## src/rtl/aet_pkg.sv

```systemverilog
// ----------------------------------------------------------------------------
// aet_pkg
// Shared types and constants for the arithmetic expression tokenizer.
// ----------------------------------------------------------------------------
package aet_pkg;

  localparam int MANTISSA_BITS_DEF = 48;
  localparam int POSITION_BITS_DEF = 16;
  localparam int QUEUE_DEPTH_DEF   = 2;

  // fixed field widths of the result word
  localparam int MANT_OUT_BITS = 48;
  localparam int POS_OUT_BITS  = 16;
  localparam int FRAC_BITS     = 4;
  localparam int CHAR_BITS     = 8;
  localparam int KIND_BITS     = 3;
  localparam int OUT_DATA_BITS = 80;
  localparam int IN_DATA_BITS  = 8;

  localparam logic [FRAC_BITS-1:0] FRAC_MAX = 4'd15;

  typedef enum logic [KIND_BITS-1:0] {
    TK_NUMBER   = 3'd0,
    TK_LPAREN   = 3'd1,
    TK_RPAREN   = 3'd2,
    TK_OPERATOR = 3'd3,
    TK_BAD      = 3'd4,
    TK_END      = 3'd5
  } tok_kind_t;

  localparam logic [CHAR_BITS-1:0] CH_NUL    = 8'h00;
  localparam logic [CHAR_BITS-1:0] CH_SPACE  = 8'h20;
  localparam logic [CHAR_BITS-1:0] CH_LPAREN = 8'h28;
  localparam logic [CHAR_BITS-1:0] CH_RPAREN = 8'h29;
  localparam logic [CHAR_BITS-1:0] CH_STAR   = 8'h2A;
  localparam logic [CHAR_BITS-1:0] CH_PLUS   = 8'h2B;
  localparam logic [CHAR_BITS-1:0] CH_MINUS  = 8'h2D;
  localparam logic [CHAR_BITS-1:0] CH_DOT    = 8'h2E;
  localparam logic [CHAR_BITS-1:0] CH_SLASH  = 8'h2F;
  localparam logic [CHAR_BITS-1:0] CH_ZERO   = 8'h30;
  localparam logic [CHAR_BITS-1:0] CH_NINE   = 8'h39;

  // One queue entry: an optional number token followed by the symbol token
  typedef struct packed {
    logic                     has_num;
    logic [MANT_OUT_BITS-1:0] mant;
    logic [FRAC_BITS-1:0]     frac;
    logic                     ovf;
    tok_kind_t                kind;
    logic [CHAR_BITS-1:0]     symbol;
    logic [POS_OUT_BITS-1:0]  pos;
  } tok_entry_t;

endpackage

```

## src/rtl/aet_front.sv

```systemverilog
// ----------------------------------------------------------------------------
// aet_front
// Classifies each character, gathers numbers and pushes token entries.
// ----------------------------------------------------------------------------
module aet_front import aet_pkg::*; #(
  parameter int MANTISSA_BITS = MANTISSA_BITS_DEF,
  parameter int POSITION_BITS = POSITION_BITS_DEF
) (
  input  logic                 clk,
  input  logic                 rst,
  input  logic                 accept,
  input  logic [CHAR_BITS-1:0] char_code,
  output logic                 push,
  output tok_entry_t           entry
);

  logic [MANTISSA_BITS-1:0] mant;
  logic [FRAC_BITS-1:0]     frac;
  logic                     digits;
  logic                     point;
  logic                     ovf;
  logic [POSITION_BITS-1:0] char_pos;

  logic                       is_space;
  logic                       is_dot;
  logic                       is_digit;
  logic [CHAR_BITS-1:0]       diff;
  logic [3:0]                 digit;
  logic [MANTISSA_BITS+3:0]   prod;
  logic                       fits;
  logic [MANTISSA_BITS+MANT_OUT_BITS-1:0] mant_ext;
  logic [POSITION_BITS+POS_OUT_BITS-1:0]  pos_ext;
  tok_kind_t                  kind;

  always_comb begin
    is_space = (char_code == CH_SPACE);
    is_dot   = (char_code == CH_DOT);
    is_digit = (char_code >= CH_ZERO) && (char_code <= CH_NINE);
    diff     = char_code - CH_ZERO;
    digit    = diff[3:0];
    // m*10 + d with four bits of headroom; fits when the top nibble is clear
    prod     = ({4'd0, mant} << 3) + ({4'd0, mant} << 1)
               + {{MANTISSA_BITS{1'b0}}, digit};
    fits     = (prod[MANTISSA_BITS+3:MANTISSA_BITS] == 4'd0);
    mant_ext = {{MANT_OUT_BITS{1'b0}}, mant};
    pos_ext  = {{POS_OUT_BITS{1'b0}}, char_pos};
    case (char_code)
      CH_NUL:    kind = TK_END;
      CH_LPAREN: kind = TK_LPAREN;
      CH_RPAREN: kind = TK_RPAREN;
      CH_STAR:   kind = TK_OPERATOR;
      CH_SLASH:  kind = TK_OPERATOR;
      CH_PLUS:   kind = TK_OPERATOR;
      CH_MINUS:  kind = TK_OPERATOR;
      default:   kind = TK_BAD;
    endcase
  end

  assign push = accept && !is_space && !is_dot && !is_digit;

  always_comb begin
    entry.has_num = digits;
    entry.mant    = mant_ext[MANT_OUT_BITS-1:0];
    entry.frac    = frac;
    entry.ovf     = ovf;
    entry.kind    = kind;
    entry.symbol  = char_code;
    entry.pos     = pos_ext[POS_OUT_BITS-1:0];
  end

  always_ff @(posedge clk) begin
    if (rst) begin
      mant     <= '0;
      frac     <= '0;
      digits   <= 1'b0;
      point    <= 1'b0;
      ovf      <= 1'b0;
      char_pos <= '0;
    end else if (accept) begin
      char_pos <= char_pos + 1'b1;
      if (is_dot) begin
        point <= 1'b1;
      end else if (is_digit) begin
        digits <= 1'b1;
        if (!point) begin
          if (fits) begin
            mant <= prod[MANTISSA_BITS-1:0];
          end else begin
            mant <= '1;
            ovf  <= 1'b1;
          end
        end else if (fits && (frac != FRAC_MAX)) begin
          mant <= prod[MANTISSA_BITS-1:0];
          frac <= frac + 1'b1;
        end else begin
          ovf <= 1'b1;  // fractional digit dropped
        end
      end else if (!is_space) begin
        // a dot with no digits stays pending until a number or end of text
        if (digits || (kind == TK_END)) begin
          mant   <= '0;
          frac   <= '0;
          digits <= 1'b0;
          point  <= 1'b0;
          ovf    <= 1'b0;
        end
        if (kind == TK_END) begin
          char_pos <= '0;
        end
      end
    end
  end

endmodule

```

## src/rtl/aet_queue.sv

```systemverilog
// ----------------------------------------------------------------------------
// aet_queue
// Short register queue of token entries between front and back.
// ----------------------------------------------------------------------------
module aet_queue import aet_pkg::*; #(
  parameter int DEPTH = QUEUE_DEPTH_DEF
) (
  input  logic       clk,
  input  logic       rst,
  input  logic       push,
  input  tok_entry_t wr_entry,
  input  logic       pop,
  output tok_entry_t head,
  output logic       not_empty,
  output logic       full
);

  localparam int PTR_BITS = $clog2(DEPTH);
  localparam int CNT_BITS = $clog2(DEPTH + 1);
  localparam logic [PTR_BITS-1:0] LAST_SLOT = PTR_BITS'(DEPTH - 1);
  localparam logic [CNT_BITS-1:0] FULL_CNT  = CNT_BITS'(DEPTH);

  tok_entry_t            slots [DEPTH];
  logic [PTR_BITS-1:0]   wr_ptr;
  logic [PTR_BITS-1:0]   rd_ptr;
  logic [CNT_BITS-1:0]   count;
  logic                  do_push;
  logic                  do_pop;

  assign not_empty = (count != '0);
  assign full      = (count == FULL_CNT);
  assign head      = slots[rd_ptr];
  assign do_push   = push && !full;
  assign do_pop    = pop && not_empty;

  always_ff @(posedge clk) begin
    if (do_push) begin
      slots[wr_ptr] <= wr_entry;
    end
  end

  always_ff @(posedge clk) begin
    if (rst) begin
      wr_ptr <= '0;
      rd_ptr <= '0;
      count  <= '0;
    end else begin
      if (do_push) begin
        wr_ptr <= (wr_ptr == LAST_SLOT) ? '0 : wr_ptr + 1'b1;
      end
      if (do_pop) begin
        rd_ptr <= (rd_ptr == LAST_SLOT) ? '0 : rd_ptr + 1'b1;
      end
      case ({do_push, do_pop})
        2'b10:   count <= count + 1'b1;
        2'b01:   count <= count - 1'b1;
        default: count <= count;
      endcase
    end
  end

endmodule

```

## src/rtl/aet_back.sv

```systemverilog
// ----------------------------------------------------------------------------
// aet_back
// Drains queue entries onto the result stream, one or two words each.
// ----------------------------------------------------------------------------
module aet_back import aet_pkg::*; (
  input  logic                     clk,
  input  logic                     rst,
  input  tok_entry_t               head,
  input  logic                     head_valid,
  output logic                     pop,
  output logic                     out_valid,
  input  logic                     out_ready,
  output logic [OUT_DATA_BITS-1:0] out_data,
  output logic [KIND_BITS-1:0]     out_user,
  output logic                     out_last
);

  logic       phase;  // number word of this entry already sent
  logic       show_num;
  logic       xfer;
  tok_kind_t  kind;
  logic [MANT_OUT_BITS-1:0] mant;
  logic [FRAC_BITS-1:0]     frac;
  logic                     ovf;
  logic [CHAR_BITS-1:0]     symbol;

  assign show_num  = head.has_num && !phase;
  assign out_valid = head_valid;
  assign xfer      = head_valid && out_ready;
  assign pop       = xfer && !show_num;
  assign out_last  = !show_num;

  always_comb begin
    if (show_num) begin
      kind   = TK_NUMBER;
      mant   = head.mant;
      frac   = head.frac;
      ovf    = head.ovf;
      symbol = CH_SPACE;
    end else begin
      kind   = head.kind;
      mant   = '0;
      frac   = '0;
      ovf    = 1'b0;
      symbol = head.symbol;
    end
    out_user = kind;
    out_data = {3'd0, head.pos, symbol, ovf, frac, mant};
  end

  always_ff @(posedge clk) begin
    if (rst) begin
      phase <= 1'b0;
    end else if (xfer) begin
      phase <= show_num;
    end
  end

endmodule

```

## src/rtl/arithmetic_expression_tokenizer.sv

```systemverilog
// Path: a character accepted on s_axis that gives a result is registered in the token queue before m_axis shows it.
// Throughput: one character per cycle while s_axis_tready is high; spaces, digits
// and dots give no result, a character that closes a number gives two words.
// The token queue (QUEUE_DEPTH entries) absorbs output stalls before s_axis_tready drops.
// Reset: synchronous; number state and position go to zero and the queue empties.
// ----------------------------------------------------------------------------
// arithmetic_expression_tokenizer
// Character stream lexer giving number, paren, operator, bad-character and
// end tokens.
// ----------------------------------------------------------------------------
module arithmetic_expression_tokenizer import aet_pkg::*; #(
  parameter int MANTISSA_BITS = MANTISSA_BITS_DEF,
  parameter int POSITION_BITS = POSITION_BITS_DEF,
  parameter int QUEUE_DEPTH   = QUEUE_DEPTH_DEF
) (
  input  logic                     clk,
  input  logic                     rst,
  input  logic                     s_axis_tvalid,
  output logic                     s_axis_tready,
  input  logic [IN_DATA_BITS-1:0]  s_axis_tdata,   // [7:0] char_code
  output logic                     m_axis_tvalid,
  input  logic                     m_axis_tready,
  // [47:0] mantissa, [51:48] fraction_digits, [52] overflow,
  // [60:53] symbol, [76:61] position, [79:77] zero
  output logic [OUT_DATA_BITS-1:0] m_axis_tdata,
  output logic [KIND_BITS-1:0]     m_axis_tuser,   // [2:0] token_kind
  output logic                     m_axis_tlast
);

  logic       accept;
  logic       push;
  logic       pop;
  logic       full;
  logic       not_empty;
  tok_entry_t wr_entry;
  tok_entry_t head;

  assign s_axis_tready = !full;
  assign accept        = s_axis_tvalid && !full;

  aet_front #(
    .MANTISSA_BITS(MANTISSA_BITS),
    .POSITION_BITS(POSITION_BITS)
  ) u_front (
    .clk      (clk),
    .rst      (rst),
    .accept   (accept),
    .char_code(s_axis_tdata[CHAR_BITS-1:0]),
    .push     (push),
    .entry    (wr_entry)
  );

  aet_queue #(
    .DEPTH(QUEUE_DEPTH)
  ) u_queue (
    .clk      (clk),
    .rst      (rst),
    .push     (push),
    .wr_entry (wr_entry),
    .pop      (pop),
    .head     (head),
    .not_empty(not_empty),
    .full     (full)
  );

  aet_back u_back (
    .clk       (clk),
    .rst       (rst),
    .head      (head),
    .head_valid(not_empty),
    .pop       (pop),
    .out_valid (m_axis_tvalid),
    .out_ready (m_axis_tready),
    .out_data  (m_axis_tdata),
    .out_user  (m_axis_tuser),
    .out_last  (m_axis_tlast)
  );

endmodule
```

## config.mk

```make
export PLATFORM = sky130hd
export DESIGN_NAME = arithmetic_expression_tokenizer
export DESIGN_NICKNAME = d
export VERILOG_FILES = /design/src/rtl/aet_pkg.sv /design/src/rtl/aet_front.sv /design/src/rtl/aet_queue.sv /design/src/rtl/aet_back.sv /design/src/rtl/arithmetic_expression_tokenizer.sv
export SDC_FILE = /design/constraint.sdc
export NUM_CORES = 1
export LEC_CHECK = 0
export ABC_AREA = 1
export BUFFER_PORTS_ARGS = -buffer_cell sky130_fd_sc_hd__buf_2
export CORE_MARGIN = 3
export CORE_UTILIZATION = 24
export CTS_BUF_LIST = sky130_fd_sc_hd__clkbuf_8
export DETAILED_ROUTE_END_ITERATION = 7
export GPL_ROUTABILITY_DRIVEN = 0
export PLACE_DENSITY = 0.35
export SLEW_MARGIN = 20
export SYNTH_ARGS = -nofsm -noshare
export SYNTH_HDL_FRONTEND = slang
export SYNTH_HIERARCHICAL = 1
export SYNTH_SLANG_ARGS = --single-unit
```

## constraint.sdc

```tcl
create_clock -name clk -period 15.3 [get_ports clk]
set_input_delay 3.06 -clock clk [delete_from_list [all_inputs] [get_ports clk]]
set_output_delay 3.06 -clock clk [all_outputs]
set_load 0.02 [all_outputs]
```

==> results of run 1 <==
-- worst paths after layout --
check	cells after the start	from	slack (ns)	end
max	20	s_axis_tdata[3]	8.58	u_front/mant[3]
min	0	u_front/char_pos[14]	0.45	u_queue/slots[1][14]
max reg2reg	19	u_front/mant[28]	10.67	u_front/mant[3]
min reg2reg	0	u_front/char_pos[14]	0.45	u_queue/slots[1][14]
-- cells by family (layout without fill, tap and decap cells) --
logic type	count (synthesis)	count (layout)	share of synthesized area, %
buffers and inverters	311	421	10.4
other	1	5	0.0252
and+or+nand+nor	762	762	21.9
xor gates and xnor gates	45	45	2.65
adders and majority gates	100	100	8.50
DFF	239	239	43.0
muxes	81	81	8.14
AOI/OAI and AO/OA	143	143	5.40
-- worst max-delay path: stages --
cell	delay, ns
buf_2	0.14
fa_1	0.53
fa_1	0.48
nand2_1	0.09
nand2_1	0.10
nand3b_1	0.10
nand2_1	0.11
nand2_1	0.10
nand2_1	0.13
nand2_1	0.15
nand3_1	0.10
nand2_1	0.09
inv_2	0.04
nor2_4	0.13
nand3_4	0.10
nand2_4	0.47
nand2_2	0.59
buf_4	0.44
nand2_1	0.10
a21oi_1	0.06
-- Yosys cell counts, types with 9 or more instances --
| cell type | number |
|---|---|
| nand2_1 | 390 |
| inv_1 | 230 |
| nor2_1 | 181 |
| edfxtp_1 | 162 |
| ha_1 | 98 |
| a21oi_1 | 95 |
| nand3_1 | 95 |
| mux2_4 | 80 |
| dfxtp_1 | 77 |
| buf_4 | 32 |
| xnor2_1 | 28 |
| nand2_2 | 27 |
| nor3_1 | 19 |
| xor2_1 | 17 |
| o21ai_0 | 16 |
| buf_6 | 13 |
| clkbuf_1 | 12 |
| a21oi_2 | 11 |
| nor2_2 | 11 |
| nand4_1 | 10 |
| buf_12 | 9 |
-- area by class of cell --
class,count,share of cell area [%]
inverter,238,5.39
multi-input combinational,1134,41.8
clock buffer,55,4.55
tap,782,5.87
clock inverter,27,0.759
antenna,2,0.0301
sequential,239,38.5
timing repair buffer,101,3.14
-- sequential cells by signal, indices dropped and copies added (netlist names), named ones only --
name / cells
u_queue/rd_ptr: 1
u_front/char_pos: 16
u_front/frac: 4
u_queue/count: 2
u_front/point: 1
u_queue/slots: 162
u_back/phase: 1
u_front/ovf: 1
u_front/mant: 48
u_queue/wr_ptr: 1
u_front/digits: 1
-- through the flow --
| stage | setup WS, ns | util (%) |
|---|---|---|
| 3_5_place_dp | 7.94 | 25.9 |
| 2_1_floorplan | 7.44 | - |
| 3_3_place_gp | 8.03 | 25.9 |
| 4_1_cts | 8.59 | 27.4 |
| 6_report | 8.58 | 27.4 |
| 5_1_grt | 8.21 | 27.4 |
-- power groups by stage --
stage / clock network, uW / registers, uW / logic, uW
finish: 603 / 753 / 221
global placement: 0 / 766 / 230
CTS: 634 / 754 / 230
global route: 663 / 758 / 245
detailed placement: 0 / 768 / 229
floorplan: 0 / 764 / 185
-- layer usage --
metal  track usage (%)  wire, um  up-vias
li1                  -         -     5619
met4              3.50       806        0
met2              21.4     19100      152
met5                 0         0        -
met3              2.25      1500       53
met1              15.7     18300     5169
==> results.yml, run 1 <==
place:
  dp_cells: 2494
  place_area_sq_um: 15800
  hpwl_um: 29400
  port_buffers: 94
sta:
  setup_viol: 0
  rsz0062_at_grt: "no"
  fin_crit_sh_pct: 43.9
  maxSlewViolCount: 0
  fin_crit_ns: 6.72
  tns_ns: 0
  hold_slack_ns: 0.451
  worstMarginPinSlew_ns: 1.04
  finClkSkew_ns: 0.0284
  hold_violations: 0
  fmax_ghz: 0.149
  slew_headroom_pct: 30.8
global_routing:
  grt_pass1_wl_um: 62300
  antenna_found_initial: 1
  grt_remaining_overflow: 0
  grt_pass1_vias: 11052
  grt_start_max_net_pins: 56
  grt.total_usage_pct: 12.3
pwr:
  p_leak_uw: 0.00772
  p_clk_share_pct: 38.2
  switching_power_uw: 431
  ir_drop_uv: 46.6
  power_uw: 1580
  comb_power_share_pct: 14.0
  p_per_area_nw_per_um2: 94.7
  p_seq_share_pct: 47.7
  internal_power_uw: 1150
  switching_share_pct: 27.3
finish:
  syn_to_final_growth_pct: 11.9
  final_common_cell: "nand2_1"
  drive_above_1_share_pct: 17.8
  multiInputGateArea_sq_um: 6960
  n_fill_cell: 6657
  layoutNonFillerInstCount: 2578
  finalNetCount: 1870
  stdcell_area_sq_um: 16700
  final_cell_mix: "nand2_1, inv_1, nor2_1"
  seq_area_sq_um: 6410
clock_tree:
  cts.sinks: 239
  cts_hold_buffers: 0
  post-cts-setup-buffers: 0
  clk_latency_ns: 0.60
  cts_buffers: 44
  cts_buffer_depth: 3
  post_cts_resized: 0
  path_clk_slew_ns: 0.05
  htree_levels: 2
  cts_tree: "built"
  cts-root-buf: "clkbuf_8"
yosys:
  yosys_warnings: 6
  synth_area_leader_cell: "edfxtp_1"
  synth_area_leaders: "edfxtp_1, dfxtp_1, nand2_1, ha_1, mux2_4"
  ys_seq_elements: 239
  yosysSeqAreaShare_pct: 43.0
  synthCells: 1682
  syn_area_per_cell_sq_um: 8.85
  syn_area_sq_um: 14900
  yosys.area.top_type_share_pct: 32.7
  synth.distinct_cells: 47
  async_reset_ff_share_pct: 0
  synth-edff-count: 162
  synthFlopType: "edfxtp_1"
floorplan:
  die_w_um: 255
  start_util_pct: 24.5
  fp.dieH_um: 255
  core_area_sq_um: 60800
  fp.dieArea_sq_um: 65100
  io-pin-count: 98
  std_cell_rows: 90
outcome:
  status: "finished clean"
drt:
  drt-initial-drc-count: 424
  vias: 10993
  avgViaCountPerCell: 4.26
  avgRoutedWirePerCell_um: 15.4
  dr.pass1.iters: 5
  ant_nets: 0
  finalWirelength_um: 39700
  drc: 0
setup_path:
  critPathKind: "in -> reg"
  start_kind: "input pin"
  required_ns: 15.73
  crit_path_max_fanout: 49
  arrival_ns: 7.15
  endpoint_kind: "register"
flow_run:
  drv_cap: 0
worst_hold_path:
  hp-class: "reg -> reg"
No activity file was read; power rests on OpenSTA's default activity.
==> run 2, diff against run 1 <==
- clock period: 15.3 -> 6.5 ns (I/O delays scaled with it)
==> run 2 against run 1 <==
  * Critical endpoint is now m_axis_tdata[51]
  * Count of clock-buffer cells in the layout is 6 lower
  * Critical path type is now reg -> out
  * Combinational power is 140% higher
  * Worst setup slack worse by 6.3 ns
  * Design area hardly changed
  * Clock skew is 0.0068 ns lower
  * Non-clock buffer count is 3 higher
==> results.yml, run 2 (synthesized netlist as in run 1, its figures left out) <==
floorplan:
  start_util_pct: 24.5
  std_cell_rows: 90
  fp.dieH_um: 255
  io-pin-count: 98
  core_area_sq_um: 60800
  die_w_um: 255
  fp.dieArea_sq_um: 65100
sta:
  rsz0062_at_grt: "no"
  setup_viol: 0
  hold_slack_ns: 0.455
  fin_crit_ns: 4.26
  hold_violations: 0
  slew_headroom_pct: 43.8
  maxSlewViolCount: 0
  fin_crit_sh_pct: 65.5
  tns_ns: 0
  finClkSkew_ns: 0.0217
  fmax_ghz: 0.235
  worstMarginPinSlew_ns: 0.842
finish:
  top_register: "u_queue/slots"
  finalNetCount: 1872
  n_fill_cell: 6648
  final_common_cell: "nand2_1"
  syn_to_final_growth_pct: 11.9
  fin_util_pct: 27.4
  final_cell_mix: "nand2_1, inv_1, nor2_1"
  largest_register_ff_count: 162
  layoutNonFillerInstCount: 2578
  reg.largest.list: "u_queue/slots: 162 flops, u_front/mant: 48 flops, u_front/char_pos: 16 flops"
  drive_above_1_share_pct: 17.7
clock_tree:
  post-cts-setup-buffers: 0
  cts_hold_buffers: 0
  cts_buffers: 43
  cts_tree: "built"
  path_clk_slew_ns: 0.06
  htree_levels: 2
  clk_latency_ns: 0.60
  cts-root-buf: "clkbuf_8"
  post_cts_resized: 0
  cts.sinks: 239
  cts_buffer_depth: 3
drt:
  drc: 0
  finalWirelength_um: 39400
  ant_nets: 0
  avgRoutedWirePerCell_um: 15.3
  dr.pass1.iters: 5
  vias: 10997
  avgViaCountPerCell: 4.27
  drt-initial-drc-count: 392
global_routing:
  grt.total_usage_pct: 12.2
  grt_remaining_overflow: 0
  grt_pass1_wl_um: 62300
  antenna_found_initial: 1
  grt_start_max_net_pins: 68
  grt_pass1_vias: 11270
pwr:
  p_leak_uw: 0.00774
  ir_drop_uv: 90.3
  power_uw: 3690
  p_per_area_nw_per_um2: 221
place:
  port_buffers: 94
  dp_cells: 2497
  hpwl_um: 29500
outcome:
  status: "finished clean"
setup_path:
  crit_path_max_fanout: 54
  arrival_ns: 2.96
  endpoint_kind: "output port"
  start_kind: "register"
  required_ns: 5.20
  r2r_cells: 19
  critPathKind: "reg -> out"
worst_hold_path:
  worstHoldPathCells: 0
  hp-class: "reg -> reg"
flow_run:
  drv_cap: 0
==> run 2: cell count changes in the layout (fill, tap and decap cells not counted), moves of 2 or more <==
| cell | before | now |
|---|---|---|
| buf_12 | 0 | 2 |
| clkinvlp_4 | 2 | 0 |
| clkbuf_8 | 55 | 49 |
| inv_1 | 243 | 247 |
| clkinv_1 | 6 | 4 |
==> run 2: critical path, stage by stage, from the launching register on <==
cell and delay (ns):
dfxtp_4 0.83, mux2_4 0.28, inv_1 0.06, nor2_4 0.33, inv_4 0.32, nor2_1 0.29, buf_2 0.21
==> run 2: routing by layer <==
| metal | vias up | global-route usage [%] | part of all wire, % |
|---|---|---|---|
| li1 | 5618 | - | - |
| met1 | 5149 | 15.4 | 46 |
| met2 | 170 | 21.4 | 48 |
| met3 | 60 | 2.13 | 3.6 |
| met4 | 0 | 3.73 | 2.4 |
| met5 | - | 0 | 0 |
==> run 2: path summary, 6_finish.rpt <==
path	start	to	slack, ns
worst max-delay path	register	m_axis_tdata[51]	2.24
worst max register to register	u_front/mant[28]	u_front/mant[8]	2.58
worst min-delay path	u_front/char_pos[10]	u_queue/slots[0][10]	0.45
worst min register to register	u_front/char_pos[10]	u_queue/slots[0][10]	0.45
==> run 2: per-stage QoR <==
step / instance area (sq um) / setup WS, ns
finish: 16700 / 2.24
global route: 16700 / 1.94
CTS: 16700 / 2.02
detailed placement: 15800 / 1.61
global placement: 15800 / 1.68
floorplan: 14900 / 0.402
==> run 2: layout make-up <==
type                    count  area [sq um]  share of cell area [%]
well taps                 782           978                    5.87
clock inverters            30           173                    1.04
inverters                 238           897                    5.38
clock buffers              49           674                    4.05
flip-flops and latches    239          6410                    38.5
multi-input cells        1134          6960                    41.7
repair buffers            104           571                    3.42
diodes                      2          5.00                  0.0300
==> run 2: report_power, final <==
group | leakage [uW] | switching (uW) | total (uW) | internal (uW)
registers | 0.00218 | 36.5 | 1770 | 1730
logic | 0.00505 | 327 | 527 | 200
clock network | 0.000506 | 648 | 1390 | 739
